$ cat src/design/multi_date_pixel_composite_select_macros.svh
// Assertion macros shared by the compositing design.
`ifndef MULTI_DATE_PIXEL_COMPOSITE_SELECT_MACROS_SVH
`define MULTI_DATE_PIXEL_COMPOSITE_SELECT_MACROS_SVH

// Check a property on every clock edge outside reset.
`define MDPCS_ASSERT(lbl, prop, msg) \
  lbl: assert property (@(posedge clk_i) disable iff (!rst_ni) (prop)) else $error(msg);

// Check that a condition implies a consequence in the same cycle.
`define MDPCS_ASSERT_IMPL(lbl, pre, cons, msg) \
  lbl: assert property (@(posedge clk_i) disable iff (!rst_ni) (pre) |-> (cons)) \
    else $error(msg);

// Check that a condition implies a consequence in the next cycle.
`define MDPCS_ASSERT_NEXT(lbl, pre, cons, msg) \
  lbl: assert property (@(posedge clk_i) disable iff (!rst_ni) (pre) |=> (cons)) \
    else $error(msg);

`endif

$ cat src/design/mdpcs_pkg.sv
// Types and constants of the multi-date pixel compositing block.
`default_nettype none

package mdpcs_pkg;

  localparam int unsigned ValW   = 16;
  localparam int unsigned IdxW   = 4;
  localparam int unsigned WcW    = 8;
  localparam int unsigned ThrW   = 10;
  localparam int unsigned StatW  = 2;
  localparam int unsigned CfgIdxW = 1;

  localparam logic signed [ValW-1:0] NdviFill = -16'sd32767;
  localparam logic [ThrW-1:0] WaterThrReset = 10'd1000;

  // Configuration register indexes
  localparam logic [CfgIdxW-1:0] RegCompositeMode = 1'd0;
  localparam logic [CfgIdxW-1:0] RegWaterThreshold = 1'd1;

  // Composite modes
  localparam logic ModeMaxNdvi = 1'b0;
  localparam logic ModeMinBlue = 1'b1;

  // Pixel status codes
  localparam logic [StatW-1:0] StatusValid = 2'd0;
  localparam logic [StatW-1:0] StatusFill  = 2'd1;
  localparam logic [StatW-1:0] StatusWater = 2'd2;

  // One observation as held in the input register
  typedef struct packed {
    logic [ValW-1:0] ndvi;
    logic [ValW-1:0] blue;
    logic [ValW-1:0] red;
    logic [WcW-1:0]  water_count;
    logic            first_obs;
    logic            last_obs;
  } obs_t;

endpackage

`default_nettype wire

$ cat src/design/multi_date_pixel_composite_select.sv
// Top level of the multi-date pixel compositing block (max NDVI / min blue).
//
//  Channel   Dir  Signals                    Contents
//  s_axis    in   tvalid/tready/tdata/tuser  one date: ndvi, blue, red, water_count;
//                 tlast                      tuser = first_obs, tlast = last_obs
//  m_axis    out  tvalid/tready/tdata/tuser  tdata = chosen_index, tuser = pixel_status
//  cfg       in   we/index/wdata             composite_mode, water_threshold
//
// One request per cycle sustained while the input register does not stall: an input
// register feeds one compare/select level that updates the running winners and
// loads the result register. Result valid is registered: an accepted last date
// passes the input register and then loads the result register.
// Reset clears the running winners, the date counter and both handshake stages;
// composite_mode resets to max NDVI and water_threshold to 1000.
// The input register stalls only when it holds a last date and the result
// register is still occupied; dates that give no result always advance.
`default_nettype none

`include "multi_date_pixel_composite_select_macros.svh"

module multi_date_pixel_composite_select #(
  parameter int unsigned MAX_DATES = 16
) (
  input  wire logic        clk_i,
  input  wire logic        rst_ni,
  // configuration write port
  input  wire logic [mdpcs_pkg::CfgIdxW-1:0] cfg_index_i,
  input  wire logic                          cfg_we_i,
  input  wire logic [mdpcs_pkg::ThrW-1:0]    cfg_wdata_i,
  // observation stream
  input  wire logic        s_axis_tvalid_i,
  output      logic        s_axis_tready_o,
  input  wire logic [55:0] s_axis_tdata_i,   // ndvi[15:0] blue[31:16] red[47:32] water_count[55:48]
  input  wire logic        s_axis_tuser_i,   // first_obs[0]
  input  wire logic        s_axis_tlast_i,   // last_obs
  // result stream
  output      logic        m_axis_tvalid_o,
  input  wire logic        m_axis_tready_i,
  output      logic [7:0]  m_axis_tdata_o,   // chosen_index[3:0], zero fill [7:4]
  output      logic [1:0]  m_axis_tuser_o    // pixel_status[1:0]
);

  localparam int unsigned IdxW = mdpcs_pkg::IdxW;
  localparam int unsigned ValW = mdpcs_pkg::ValW;
  // index saturates at the lesser of MAX_DATES-1 and 15
  localparam int unsigned IdxLimit = (MAX_DATES < 16) ? MAX_DATES : 16;
  localparam logic [IdxW-1:0] IdxMax = IdxW'(IdxLimit - 1);

  // ---------------------------------------------------------------- config
  logic                       mode_q;
  logic [mdpcs_pkg::ThrW-1:0] water_thr_q;

  always_ff @(posedge clk_i or negedge rst_ni) begin
    if (!rst_ni) begin
      mode_q      <= mdpcs_pkg::ModeMaxNdvi;
      water_thr_q <= mdpcs_pkg::WaterThrReset;
    end else if (cfg_we_i) begin
      unique case (cfg_index_i)
        mdpcs_pkg::RegCompositeMode:  mode_q      <= cfg_wdata_i[0];
        mdpcs_pkg::RegWaterThreshold: water_thr_q <= cfg_wdata_i;
        default: ;
      endcase
    end
  end

  // ---------------------------------------------------------- input register
  logic            in_valid_q;
  mdpcs_pkg::obs_t in_q;
  logic            in_adv;
  logic            out_valid_q;

  // a date without a result never waits for the output side
  assign in_adv          = in_valid_q && (!in_q.last_obs || !out_valid_q || m_axis_tready_i);
  assign s_axis_tready_o = !in_valid_q || in_adv;

  always_ff @(posedge clk_i or negedge rst_ni) begin
    if (!rst_ni) begin
      in_valid_q <= 1'b0;
    end else if (s_axis_tready_o) begin
      in_valid_q <= s_axis_tvalid_i;
    end
  end

  always_ff @(posedge clk_i) begin
    if (s_axis_tvalid_i && s_axis_tready_o) begin
      in_q.ndvi        <= s_axis_tdata_i[15:0];
      in_q.blue        <= s_axis_tdata_i[31:16];
      in_q.red         <= s_axis_tdata_i[47:32];
      in_q.water_count <= s_axis_tdata_i[55:48];
      in_q.first_obs   <= s_axis_tuser_i;
      in_q.last_obs    <= s_axis_tlast_i;
    end
  end

  // --------------------------------------------------------- running winners
  logic [IdxW-1:0]        obs_cnt_q,  obs_cnt_d;
  logic [IdxW-1:0]        ndvi_idx_q, ndvi_idx_d;
  logic signed [ValW-1:0] ndvi_q,     ndvi_d;
  logic [IdxW-1:0]        blue_idx_q, blue_idx_d;
  logic signed [ValW-1:0] blue_q,     blue_d;
  logic signed [ValW-1:0] red_q,      red_d;

  logic signed [ValW-1:0] n_s, b_s, r_s;
  logic                   pix_start;
  logic [IdxW-1:0]        cur_idx;
  logic                   blue_win;

  assign n_s = in_q.ndvi;
  assign b_s = in_q.blue;
  assign r_s = in_q.red;

  // a pixel opens on first_obs or after a last date / reset
  assign pix_start = in_q.first_obs || (obs_cnt_q == '0);
  assign cur_idx   = pix_start ? '0 : obs_cnt_q;

  // blue rules, all against the previous winner
  assign blue_win = (blue_q < 0 && b_s >= 0)
                 || (blue_q >= 0 && b_s >= 0 && r_s >= 0 && b_s < blue_q)
                 || (red_q < 0 && r_s < 0 && r_s > red_q);

  always_comb begin
    ndvi_idx_d = ndvi_idx_q;
    ndvi_d     = ndvi_q;
    blue_idx_d = blue_idx_q;
    blue_d     = blue_q;
    red_d      = red_q;
    if (pix_start) begin
      ndvi_idx_d = '0;
      ndvi_d     = n_s;
      blue_idx_d = '0;
      blue_d     = b_s;
      red_d      = r_s;
    end else begin
      if (n_s > ndvi_q) begin
        ndvi_idx_d = cur_idx;
        ndvi_d     = n_s;
      end
      if (blue_win) begin
        blue_idx_d = cur_idx;
        blue_d     = b_s;
        red_d      = r_s;
      end
    end
    // hold the index at its ceiling once reached; restart after the last date
    if (in_q.last_obs) begin
      obs_cnt_d = '0;
    end else if (cur_idx == IdxMax) begin
      obs_cnt_d = IdxMax;
    end else begin
      obs_cnt_d = cur_idx + IdxW'(1);
    end
  end

  always_ff @(posedge clk_i or negedge rst_ni) begin
    if (!rst_ni) begin
      obs_cnt_q  <= '0;
      ndvi_idx_q <= '0;
      ndvi_q     <= '0;
      blue_idx_q <= '0;
      blue_q     <= '0;
      red_q      <= '0;
    end else if (in_adv) begin
      obs_cnt_q  <= obs_cnt_d;
      ndvi_idx_q <= ndvi_idx_d;
      ndvi_q     <= ndvi_d;
      blue_idx_q <= blue_idx_d;
      blue_q     <= blue_d;
      red_q      <= red_d;
    end
  end

  // ------------------------------------------------------------ result logic
  logic [IdxW-1:0]             res_idx;
  logic [mdpcs_pkg::StatW-1:0] res_stat;
  logic                        res_fill;
  logic                        res_water;

  assign res_fill  = (mode_q == mdpcs_pkg::ModeMinBlue) ? (blue_d < 0)
                                                        : (ndvi_d == mdpcs_pkg::NdviFill);
  assign res_water = {2'b00, in_q.water_count} >= water_thr_q;

  always_comb begin
    priority if (res_fill) begin
      res_stat = mdpcs_pkg::StatusFill;
      res_idx  = '0;
    end else if (res_water) begin
      res_stat = mdpcs_pkg::StatusWater;
      res_idx  = '0;
    end else begin
      res_stat = mdpcs_pkg::StatusValid;
      res_idx  = (mode_q == mdpcs_pkg::ModeMinBlue) ? blue_idx_d : ndvi_idx_d;
    end
  end

  // --------------------------------------------------------- result register
  logic                        out_load;
  logic [IdxW-1:0]             out_idx_q;
  logic [mdpcs_pkg::StatW-1:0] out_stat_q;

  assign out_load = in_adv && in_q.last_obs;

  always_ff @(posedge clk_i or negedge rst_ni) begin
    if (!rst_ni) begin
      out_valid_q <= 1'b0;
    end else if (out_load) begin
      out_valid_q <= 1'b1;
    end else if (m_axis_tready_i) begin
      out_valid_q <= 1'b0;
    end
  end

  always_ff @(posedge clk_i) begin
    if (out_load) begin
      out_idx_q  <= res_idx;
      out_stat_q <= res_stat;
    end
  end

  assign m_axis_tvalid_o = out_valid_q;
  assign m_axis_tdata_o  = {{(8 - IdxW){1'b0}}, out_idx_q};
  assign m_axis_tuser_o  = out_stat_q;

  // -------------------------------------------------------------- assertions
  `MDPCS_ASSERT(a_cnt_ceiling, obs_cnt_q <= IdxMax, "date counter beyond its ceiling")
  `MDPCS_ASSERT_IMPL(a_idx_zero_on_bad, m_axis_tvalid_o && (m_axis_tuser_o != mdpcs_pkg::StatusValid), m_axis_tdata_o == '0, "nonzero index with fill or water status")
  `MDPCS_ASSERT_IMPL(a_stall_cause, in_valid_q && !in_adv, in_q.last_obs && out_valid_q && !m_axis_tready_i, "input register stalled without a full result register")
  `MDPCS_ASSERT_NEXT(a_load_shows, out_load, m_axis_tvalid_o && (obs_cnt_q == '0), "last date did not give a result or restart the pixel")

endmodule

`default_nettype wire

$ cat config.mk
export PLATFORM = sky130hd
export DESIGN_NAME = multi_date_pixel_composite_select
export DESIGN_NICKNAME = d
export VERILOG_FILES = /design/src/design/mdpcs_pkg.sv /design/src/design/multi_date_pixel_composite_select.sv
export VERILOG_INCLUDE_DIRS = /design/src /design/src/design
export SDC_FILE = /design/constraint.sdc
export NUM_CORES = 1
export LEC_CHECK = 0
export ABC_AREA = 1
export ABC_CLOCK_PERIOD_IN_PS = 2900
export BUFFER_PORTS_ARGS = -buffer_cell sky130_fd_sc_hd__clkbuf_2
export CAP_MARGIN = 20
export CORE_UTILIZATION = 58
export DETAILED_ROUTE_END_ITERATION = 10
export PLACE_DENSITY = 0.8
export SETUP_SLACK_MARGIN = 0.02
export SYNTH_ARGS = -nofsm -noshare
export SYNTH_HDL_FRONTEND = slang
export SYNTH_SLANG_ARGS = --single-unit
$ cat constraint.sdc
create_clock -name clk_i -period 2.9 [get_ports clk_i]
set_input_delay 0.145 -clock clk_i [delete_from_list [all_inputs] [get_ports clk_i]]
set_output_delay 0.145 -clock clk_i [all_outputs]
set_load 0.05 [all_outputs]
==> run_results.csv, run 1 <==
group,metric,value,unit
run_status,status,"finished with violations",
run_status,violations,"design-rule violations",
sta,worst_slew_margin_rel,0.345,
routing,drc_errors,9,
yosys,synth_top_area_share,0.279,
worst_setup_path,crit_path_max_fanout,13,
place,hpwlAfterDp,9120,um
floorplanning,die_area,12300,um2
floorplanning,start_util,0.599,
hold_path,hold_class,"in -> reg",
job,drv_cap,0,
global_routing,grt_max_degree,74,
pwr,p_leak,4.26,nW
sta,rsz0062_at_grt,"false",
floorplanning,ios,86,
layout,final_cell_mix,"nand2_1, inv_1, clkbuf_2",
worst_setup_path,endpoint,"out_idx_q[0]",
floorplanning,die_y,111,um
sta,finalSetupViolCount,0,
clock_tree,cts_tree,"built",
routing,viasPerCell,5.32,
sta,finalHoldViolations,0,
sta,tightest_slew,982,ps
sta,period_share,0.932,
hold_path,hp-start,"cfg_index_i",
yosys,ys_seq_area_frac,0.545,
worst_setup_path,r2r-start,"n_s[9]",
sta,fmax,370,MHz
yosys,ys_seq_elements,137,
yosys,synth_area_per_cell,10.0,um2
global_routing,overflow,0,
clock_tree,cts.clk_slew.worst_paths,60,ps
layout,final_util,0.767,
layout,nets,985,
yosys,synth_area,6900,um2
pwr,pwr_density_cell,691,nW/um2
routing,drt_pass1_iterations,8,
worst_setup_path,crit_start,"n_s[9]",
clock_tree,cts_root_buffer,"clkbuf_16",
clock_tree,cts.sinks,137,
routing,final_antenna_net_count,0,
routing,drtIter0Drc,308,
layout,layout_commonest_cell,"nand2_1",
yosys,synth.distinct_cells,38,
layout,seq_area,3760,um2
sta,maxSlewViolCount,0,
clock_tree,insertion_delay,430,ps
clock_tree,htree_levels,4,
worst_setup_path,worstSetupPathType,"reg -> reg",
worst_setup_path,crit_path_start_kind,"flip-flop",
place,io_buffers,81,
routing,routed_wl,15200,um
yosys,yosys-top-cells-area,"edfxtp_1, dfrtp_1, ha_1",
sta,skew,11.5,ps
routing,vias,5377,
global_routing,grt_pass1_wl,25100,um
clock_tree,cts_buffers,17,
worst_setup_path,r2r_end,"out_idx_q[0]",
worst_setup_path,r2r_cells,18,
yosys,syn_inst,690,
worst_setup_path,crit_required,3080,ps
yosys,yosys.area.top_type,"edfxtp_1",
layout,nFillCells,723,
layout,layout-drive-gt1-share,0.200,
routing,routedWlPerCell,15.1,um
layout,area_growth,28.0,%
global_routing,grt_usage,0.261,
place,place_congestion,0.873,
sta,finalSetupTns,0,ps
yosys,yosysWarnings,0,
worst_setup_path,cp.arrival,2890,ps
worst_setup_path,end_kind,"flip-flop",
floorplanning,die_x,111,um
pwr,peakVddDrop,0.000535,V
global_routing,grt_pass1_vias,5712,
layout,multi_input_area,2610,um2
worst_setup_path,r2r_setup_slack,200,ps
floorplanning,rows,39,
layout,antenna_cells,0,
clock_tree,clock_path_buffers,2,
sta,period_needed,2700,ps
floorplanning,core_area,11500,um2
global_routing,grt_antenna_before_repair,0,
-- worst min path at each step --
stage	endpoint	slack (ps)	cells after the start
2_1_floorplan	blue_idx_q[0]	-150	0
3_3_place_gp	r_s[12]	320	1
3_5_place_dp	b_s[5]	320	1
4_1_cts	water_thr_q[1]	20	3
5_1_grt	in_q[7]	430	2
6_report	water_thr_q[7]	390	3
-- timing repair --
item	4_1_cts	5_1_grt
gates resized for setup	0	4
buffers inserted	0	1
hold buffers	72	1
setup endpoints to repair	0	35
endpoints found under the hold margin	137	1
-- Yosys cell counts --
library cell,instances
o22ai_1,6
a31oi_1,3
ha_1,57
buf_4,5
nand2_1,122
a21oi_2,25
dfstp_2,6
nand3_1,26
a21o_1,1
conb_1,1
or2_1,4
o31ai_1,1
nand3_4,1
nor2_1,69
nand4_1,7
a21boi_0,1
a211oi_1,1
dfrtp_1,67
nand3_2,6
nand2_4,1
mux2_2,2
o21ai_0,33
inv_1,102
a31oi_4,1
o21a_1,3
nor2_8,1
nor3_1,1
nand3b_1,7
clkbuf_1,8
nand2_2,2
nor3_2,1
edfxtp_1,64
o21ai_1,9
nor2_4,1
inv_2,1
buf_6,8
nor2_2,2
a21oi_1,34
-- state kept, by name, indices dropped and copies added (netlist names) --
signal and flops:
r_s 16, red_q 16, out_idx_q 4, ndvi_idx_q 4, ndvi_q 16, m_axis_tvalid_o 1, n_s 16, mode_q 1
water_thr_q 10, in_q 10, blue_q 16, in_valid_q 1, m_axis_tuser_o 2, b_s 16, obs_cnt_q 4, blue_idx_q 4
-- cell type report --
class | count | share of cell area
multi-input combinational | 432 | 0.296
timing repair buffer | 163 | 0.143
clock buffer | 18 | 0.0497
clock inverter | 14 | 0.0220
tap | 143 | 0.0203
sequential | 137 | 0.425
inverter | 103 | 0.0438
-- logic make-up after synthesis --
kind of cell / count (synthesis) / synth area share
AOI/OAI and AO/OA: 118 / 0.106
buffers and inverters: 124 / 0.0789
and+or+nand+nor: 251 / 0.164
adders and majority gates: 57 / 0.103
DFF: 137 / 0.545
other: 1 / 0.000544
muxes: 2 / 0.00326
-- critical path: stages, from the launching register on --
cell,delay (ps)
edfxtp_1,400
ha_1,340
nand2_1,90
nand2_1,60
nand3_1,70
nand2_1,60
a21oi_1,170
nand2_1,80
nand2_1,70
nand3_2,90
nand2_4,130
buf_6,170
nand2_1,70
o21ai_1,130
nand2_1,90
nor2_1,150
nand3_2,130
nand3_2,110
nor2_1,50
-- stage by stage --
step                      hold slack [ps]  power, mW  cell area, um2  cells  setup slack, ps
final                                 389       6.10            8830   1010              197
after floorplan                      -151       3.38            6910    693             64.3
after global routing                  426       6.42            8830   1010             9.63
after global placement                322       3.60            7420    903              329
after detailed placement              324       3.69            7420    903              233
after CTS                            24.6       6.09            8770   1007              218
-- routing by layer --
layer,part of all wire,GRT usage,vias up
met2,0.53,0.468,162
li1,-,-,2607
met3,0.047,0.0596,35
met1,0.40,0.291,2573
met4,0.024,0.132,0
met5,0,0,-
-- report_power, final --
part | internal, mW | switching [mW]
Combinational | 0.540 | 0.838
Sequential | 2.31 | 0.124
Clock | 1.47 | 0.827
Total | 4.31 | 1.79
Note: power is estimated with default switching activity, not from simulation.
==> run 2: changes to the inputs <==
ABC_CLOCK_PERIOD_IN_PS = 2430   (was 2900)
BUFFER_PORTS_ARGS = unset   (was -buffer_cell sky130_fd_sc_hd__clkbuf_2)
CELL_PAD_IN_SITES_DETAIL_PLACEMENT = 1   (was unset)
CELL_PAD_IN_SITES_GLOBAL_PLACEMENT = 1   (was unset)
CORE_UTILIZATION = 45   (was 58)
DONT_BUFFER_PORTS = 1   (was unset)
PLACE_DENSITY = unset   (was 0.8)
PLACE_DENSITY_LB_ADDON = 0.1   (was unset)
clock period = 2.43 ns   (was 2.9 ns; I/O delays follow)
==> run 2 against run 1 <==
Net effect: the run ends with negative setup slack left; design area rose by 13%; via count rose by 2.4%; wire length rose by 35%; sequential power rose by 22%; utilization fell by 8.9 points; clock skew rose by 1.1 ps; final cell count rose by 3.8%; critical path depth fell by 1; setup slack got worse by 580 ps; largest power group unchanged.
==> run_results.csv, run 2 (same netlist as run 1, synthesis figures left out) <==
group,metric,value,unit
job,drv_cap,0,
global_routing,grt_pass1_vias,6026,
clock_tree,cts.sinks,137,
clock_tree,cts_tree,"built",
run_status,status,"finished with violations",
pwr,peakVddDrop,0.000585,V
place,placed_cells,893,
worst_setup_path,crit_chain,"ha_4, nand4_1, nor3_2, nand2_2, nand2_2, nand2_2, nand3_4, nand2_4, buf_6, nand2_4, nand2_4, nor2_2, nand2_2, nor2_4, nand3_4, nand3_4, nor2_2",
layout,nets,982,
place,place_congestion,0.799,
worst_setup_path,slowest_stage,"edfxtp_1",
clock_tree,clock_path_buffers,2,
sta,tightest_slew,641,ps
worst_setup_path,crit_path_start_kind,"flip-flop",
layout,final_cell_area,9990,um2
routing,wl_met3,712,um
pwr,pwr_density_cell,798,nW/um2
floorplanning,core_area,14800,um2
clock_tree,insertion_delay,440,ps
worst_setup_path,crit_path_max_fanout,5,
layout,layout-drive-gt1-share,0.343,
layout,final_cell_mix,"inv_1, nand2_1, dlygate4sd3_1",
worst_setup_path,end_kind,"flip-flop",
floorplanning,start_util,0.468,
global_routing,grt_max_degree,74,
routing,wl_met2,11400,um
clock_tree,cts_root_buffer,"clkbuf_16",
worst_setup_path,r2r_setup_slack,-380,ps
clock_tree,cts.clk_slew.worst_paths,60,ps
hold_path,hold_class,"in -> reg",
routing,drc_errors,0,
pwr,total_power,7.98,mW
layout,final_util,0.677,
hold_path,hold_depth,1,
worst_setup_path,worstSetupPathType,"reg -> reg",
worst_setup_path,cp_slowest_stage_delay,470,ps
clock_tree,cts_buffers,17,
worst_setup_path,r2r_cells,17,
floorplanning,die_area,15800,um2
layout,antenna_cells,0,
sta,finalSetupViolCount,19,
pwr,p_leak,4.40,nW
routing,routed_wl,20500,um
clock_tree,htree_levels,4,
global_routing,grt_usage,0.247,
sta,final.setup.worst_slack,-382,ps
place,io_buffers,0,
floorplanning,rows,44,
floorplanning,die_x,126,um
global_routing,grt_antenna_before_repair,0,
routing,viasPerCell,5.25,
place,hpwlAfterDp,10500,um
routing,drt_pass1_iterations,5,
run_status,violations,"negative setup slack",
sta,rsz0062_at_grt,"true",
global_routing,grt_pass1_wl,29800,um
sta,fmax,356,MHz
worst_setup_path,cp_common_cell,"nand2_2",
routing,drtIter0Drc,240,
sta,maxSlewViolCount,0,
layout,area_growth,44.9,%
sta,hold_ws,305,ps
sta,finalSetupTns,-2360,ps
place,dp_slack,-293,ps
place,placed_area,7310,um2
layout,layout_commonest_cell,"inv_1",
sta,worst_slew_margin_rel,0.572,
routing,routed.top_layer,"met4",
sta,skew,12.6,ps
routing,m1WireLength,7910,um
routing,final_antenna_net_count,0,
floorplanning,ios,86,
routing,routedWlPerCell,19.6,um
floorplanning,die_y,126,um
sta,period_share,1.16,
hold_path,hold_end,"r_s[0]",
sta,period_needed,2810,ps
hold_path,hp-start,"s_axis_tdata_i[32]",
worst_setup_path,crit_required,2620,ps
global_routing,overflow,0,
worst_setup_path,cp.arrival,3000,ps
worst_setup_path,r2r_end,"out_idx_q[0]",
worst_setup_path,r2r-start,"n_s[10]",
routing,vias,5504,
sta,finalHoldViolations,0,
layout,layout.cells.non_filler,1048,
## run 2: cell type report
cell class,count,area [um2]
clock buffer,22,454
fill,1527,4760
timing repair buffer,160,1630
sequential,137,3760
inverter,103,393
clock inverter,10,98.8
multi-input combinational,432,3430
tap,184,230
## run 2: worst max-delay path: cells and delay by family, from the launching register on
kind                     cells  cell delay (ps)
flip-flops                   1              470
buffers and inverters        1              170
adder cells (fa/ha/maj)      1              320
AND/OR/NAND/NOR             15             1590
## run 2: report_power, final
part,internal [mW],switching (mW),leakage (nW)
clock network,1.44,1.02,0.265
logic,1.15,1.39,2.65
registers,2.76,0.214,1.48
total,5.35,2.63,4.40
## run 2: worst max path at each step
stage                    startpoint      endpoint  cells past startpoint
detailed placement           n_s[5]  out_idx_q[0]                     18
CTS                         n_s[11]  out_idx_q[0]                     17
global route                n_s[10]  out_idx_q[3]                     17
floorplan           m_axis_tvalid_o        b_s[0]                      3
global placement            n_s[15]  out_idx_q[0]                     16
finish                      n_s[10]  out_idx_q[0]                     17
## run 2: layer usage
metal,up-vias,global-route usage
met5,-,0
met3,40,0.0544
met2,128,0.456
li1,2612,-
met4,0,0.0928
met1,2724,0.279
## run 2: repair_timing
item / 4_1_cts / 5_1_grt
buffers inserted: 27 / 19
hold endpoints to repair: 144 / 0
gates cloned: 8 / 1
setup endpoints to repair: 31 / 47
resized for setup: 80 / 130
pin swaps: 51 / 52
hold buffers: 74 / 0
==> run 3: changes to the inputs <==
--- a/constraint.sdc
+++ b/constraint.sdc
@@ -3,2 +3,2 @@
 set_output_delay 0.1215 -clock clk_i [all_outputs]
-set_load 0.05 [all_outputs]
+set_load 0.005 [all_outputs]
==> run 3 against run 2 <==
Net effect: the run still ends with negative setup slack left; power up 1.1%; via count up 2.0%; global-route usage up 0.36 points; critical path depth up 2; critical endpoint unchanged; largest cell class unchanged.
==> run_results.csv, run 3 (same netlist as run 1, synthesis figures left out) <==
group,metric,value,unit
global_routing,grt_usage,0.251,
floorplanning,die_y,126,um
pwr,p_leak,4.43,nW
sta,final.setup.worst_slack,-512,ps
pwr,peakVddDrop,0.000654,V
clock_tree,clock_path_buffers,2,
pwr,netSwitchingFraction,0.332,
sta,worst_slew_margin_rel,0.466,
clock_tree,htree_levels,4,
routing,viasPerCell,5.32,
floorplanning,die_area,15800,um2
global_routing,grt_pass1_vias,6127,
worst_setup_path,r2r-start,"n_s[2]",
worst_setup_path,r2r_setup_slack,-510,ps
clock_tree,cts_root_buffer,"clkbuf_16",
layout,antenna_cells,0,
sta,maxSlewViolCount,0,
worst_setup_path,crit_start,"n_s[2]",
pwr,pwr_density_cell,808,nW/um2
clock_tree,cts_buffers,17,
sta,finalSetupViolCount,40,
worst_setup_path,crit_path_start_kind,"flip-flop",
place,place_congestion,0.783,
pwr,pwr-share-comb,0.313,
floorplanning,rows,44,
layout,final_cell_mix,"inv_1, nand2_1, dlygate4sd3_1",
pwr,p_switching,2.68,mW
worst_setup_path,end_kind,"flip-flop",
worst_setup_path,worstSetupPathType,"reg -> reg",
place,dp_slack,-281,ps
floorplanning,core_area,14800,um2
pwr,power.internal,5.39,mW
place,hpwlAfterDp,10500,um
sta,fmax,340,MHz
floorplanning,die_x,126,um
worst_setup_path,crit_required,2620,ps
sta,tightest_slew,799,ps
pwr,p_seq_frac,0.365,
global_routing,grt_antenna_before_repair,0,
worst_setup_path,crit_path_max_fanout,5,
global_routing,grt_max_degree,74,
job,drv_cap,0,
layout,layout-drive-gt1-share,0.339,
hold_path,hold_class,"in -> reg",
pwr,p_clk_frac,0.322,
worst_setup_path,r2r_end,"out_idx_q[0]",
place,io_buffers,0,
worst_setup_path,cp.arrival,3130,ps
sta,period_needed,2940,ps
routing,drt_pass1_iterations,4,
sta,rsz0062_at_grt,"true",
layout,nets,989,
clock_tree,cts.clk_slew.worst_paths,70,ps
clock_tree,insertion_delay,430,ps
sta,hold_ws,284,ps
clock_tree,cts_tree,"built",
routing,vias,5614,
run_status,status,"finished with violations",
global_routing,overflow,0,
layout,layout_commonest_cell,"inv_1",
sta,period_share,1.21,
floorplanning,ios,86,
routing,final_antenna_net_count,0,
routing,routedWlPerCell,20.8,um
routing,drc_errors,0,
global_routing,grt_pass1_wl,30500,um
layout,area_growth,44.8,%
floorplanning,start_util,0.468,
routing,routed_wl,21900,um
routing,drtIter0Drc,283,
worst_setup_path,endpoint,"out_idx_q[0]",
sta,skew,8.59,ps
clock_tree,cts.sinks,137,
worst_setup_path,r2r_cells,19,
hold_path,hp-start,"cfg_we_i",
run_status,violations,"negative setup slack",
sta,finalHoldViolations,0,
-- run 3: cell types whose count changed in the layout (fill, tap and decap cells not counted), sizes merged --
cell and delta:
buf +2, clkinvlp +2, inv +2, bufinv +1, clkbuf -1, clkinv -1, dlygate4sd3 +1, nand2 +1
-- run 3: metal layers --
| layer | up-vias | track usage | wire length, um |
|---|---|---|---|
| met2 | 133 | 0.477 | 12200 |
| met5 | - | 0 | 0 |
| met3 | 52 | 0.0607 | 649 |
| met1 | 2809 | 0.270 | 8560 |
| met4 | 0 | 0.0850 | 563 |
| li1 | 2620 | - | - |
-- run 3: power groups by stage --
stage | Clock, mW | Combinational (mW) | Sequential [mW]
6_report | 2.60 | 2.53 | 2.95
3_5_place_dp | 0 | 1.52 | 2.95
4_1_cts | 2.62 | 1.95 | 2.91
2_1_floorplan | 0 | 1.09 | 2.89
5_1_grt | 2.71 | 2.73 | 2.97
3_3_place_gp | 0 | 1.43 | 2.93
-- run 3: layout make-up --
cell class | count | area (um2)
fill | 1529 | 4760
sequential | 137 | 3760
multi-input combinational | 433 | 3380
timing repair buffer | 166 | 1650
clock buffer | 18 | 429
inverter | 103 | 387
tap | 184 | 230
clock inverter | 14 | 150
-- run 3: worst min path at each step --
stage                           to  slack (ps)  cells past startpoint
floorplan            blue_idx_q[0]        -170                      0
global placement          red_q[9]        -170                      0
global route               in_q[6]         300                      1
detailed placement        red_q[9]        -170                      0
CTS                 water_thr_q[5]         260                      2
finish              water_thr_q[5]         280                      2
-- run 3: repair_timing --
item,4_1_cts,5_1_grt
hold endpoints to repair,144,0
endpoints found under the setup margin,30,48
setup buffers,16,28
hold buffers,75,0
cloned,4,6
gates resized for setup,55,132
pin swaps,25,40
-- run 3: critical path, stage by stage (launching register included) --
cell	delay, ps
edfxtp_1	440
ha_4	300
nand2_1	70
inv_1	80
nand2_1	60
nand2_1	100
nand2_1	90
nand2_1	100
nand2_2	80
nand2_2	80
nand2_2	70
nand3_4	110
nand2_4	100
buf_6	160
o21ai_1	230
nand2_1	170
nor2_4	180
nand3_4	110
nand3_4	120
nor2_1	50
-- run 3: stage by stage --
| stage | total power, mW | instances | area, um2 | utilization | setup TNS [ps] |
|---|---|---|---|---|---|
| finish | 8.07 | 1055 | 9990 | 0.677 | -6340 |
| global route | 8.41 | 1055 | 9990 | 0.677 | -10820 |
| CTS | 7.47 | 1021 | 9070 | 0.615 | -1270 |
| detailed placement | 4.47 | 894 | 7320 | 0.496 | -1480 |
| global placement | 4.36 | 894 | 7320 | 0.496 | -1100 |
| floorplan | 3.98 | 693 | 6910 | - | 0 |
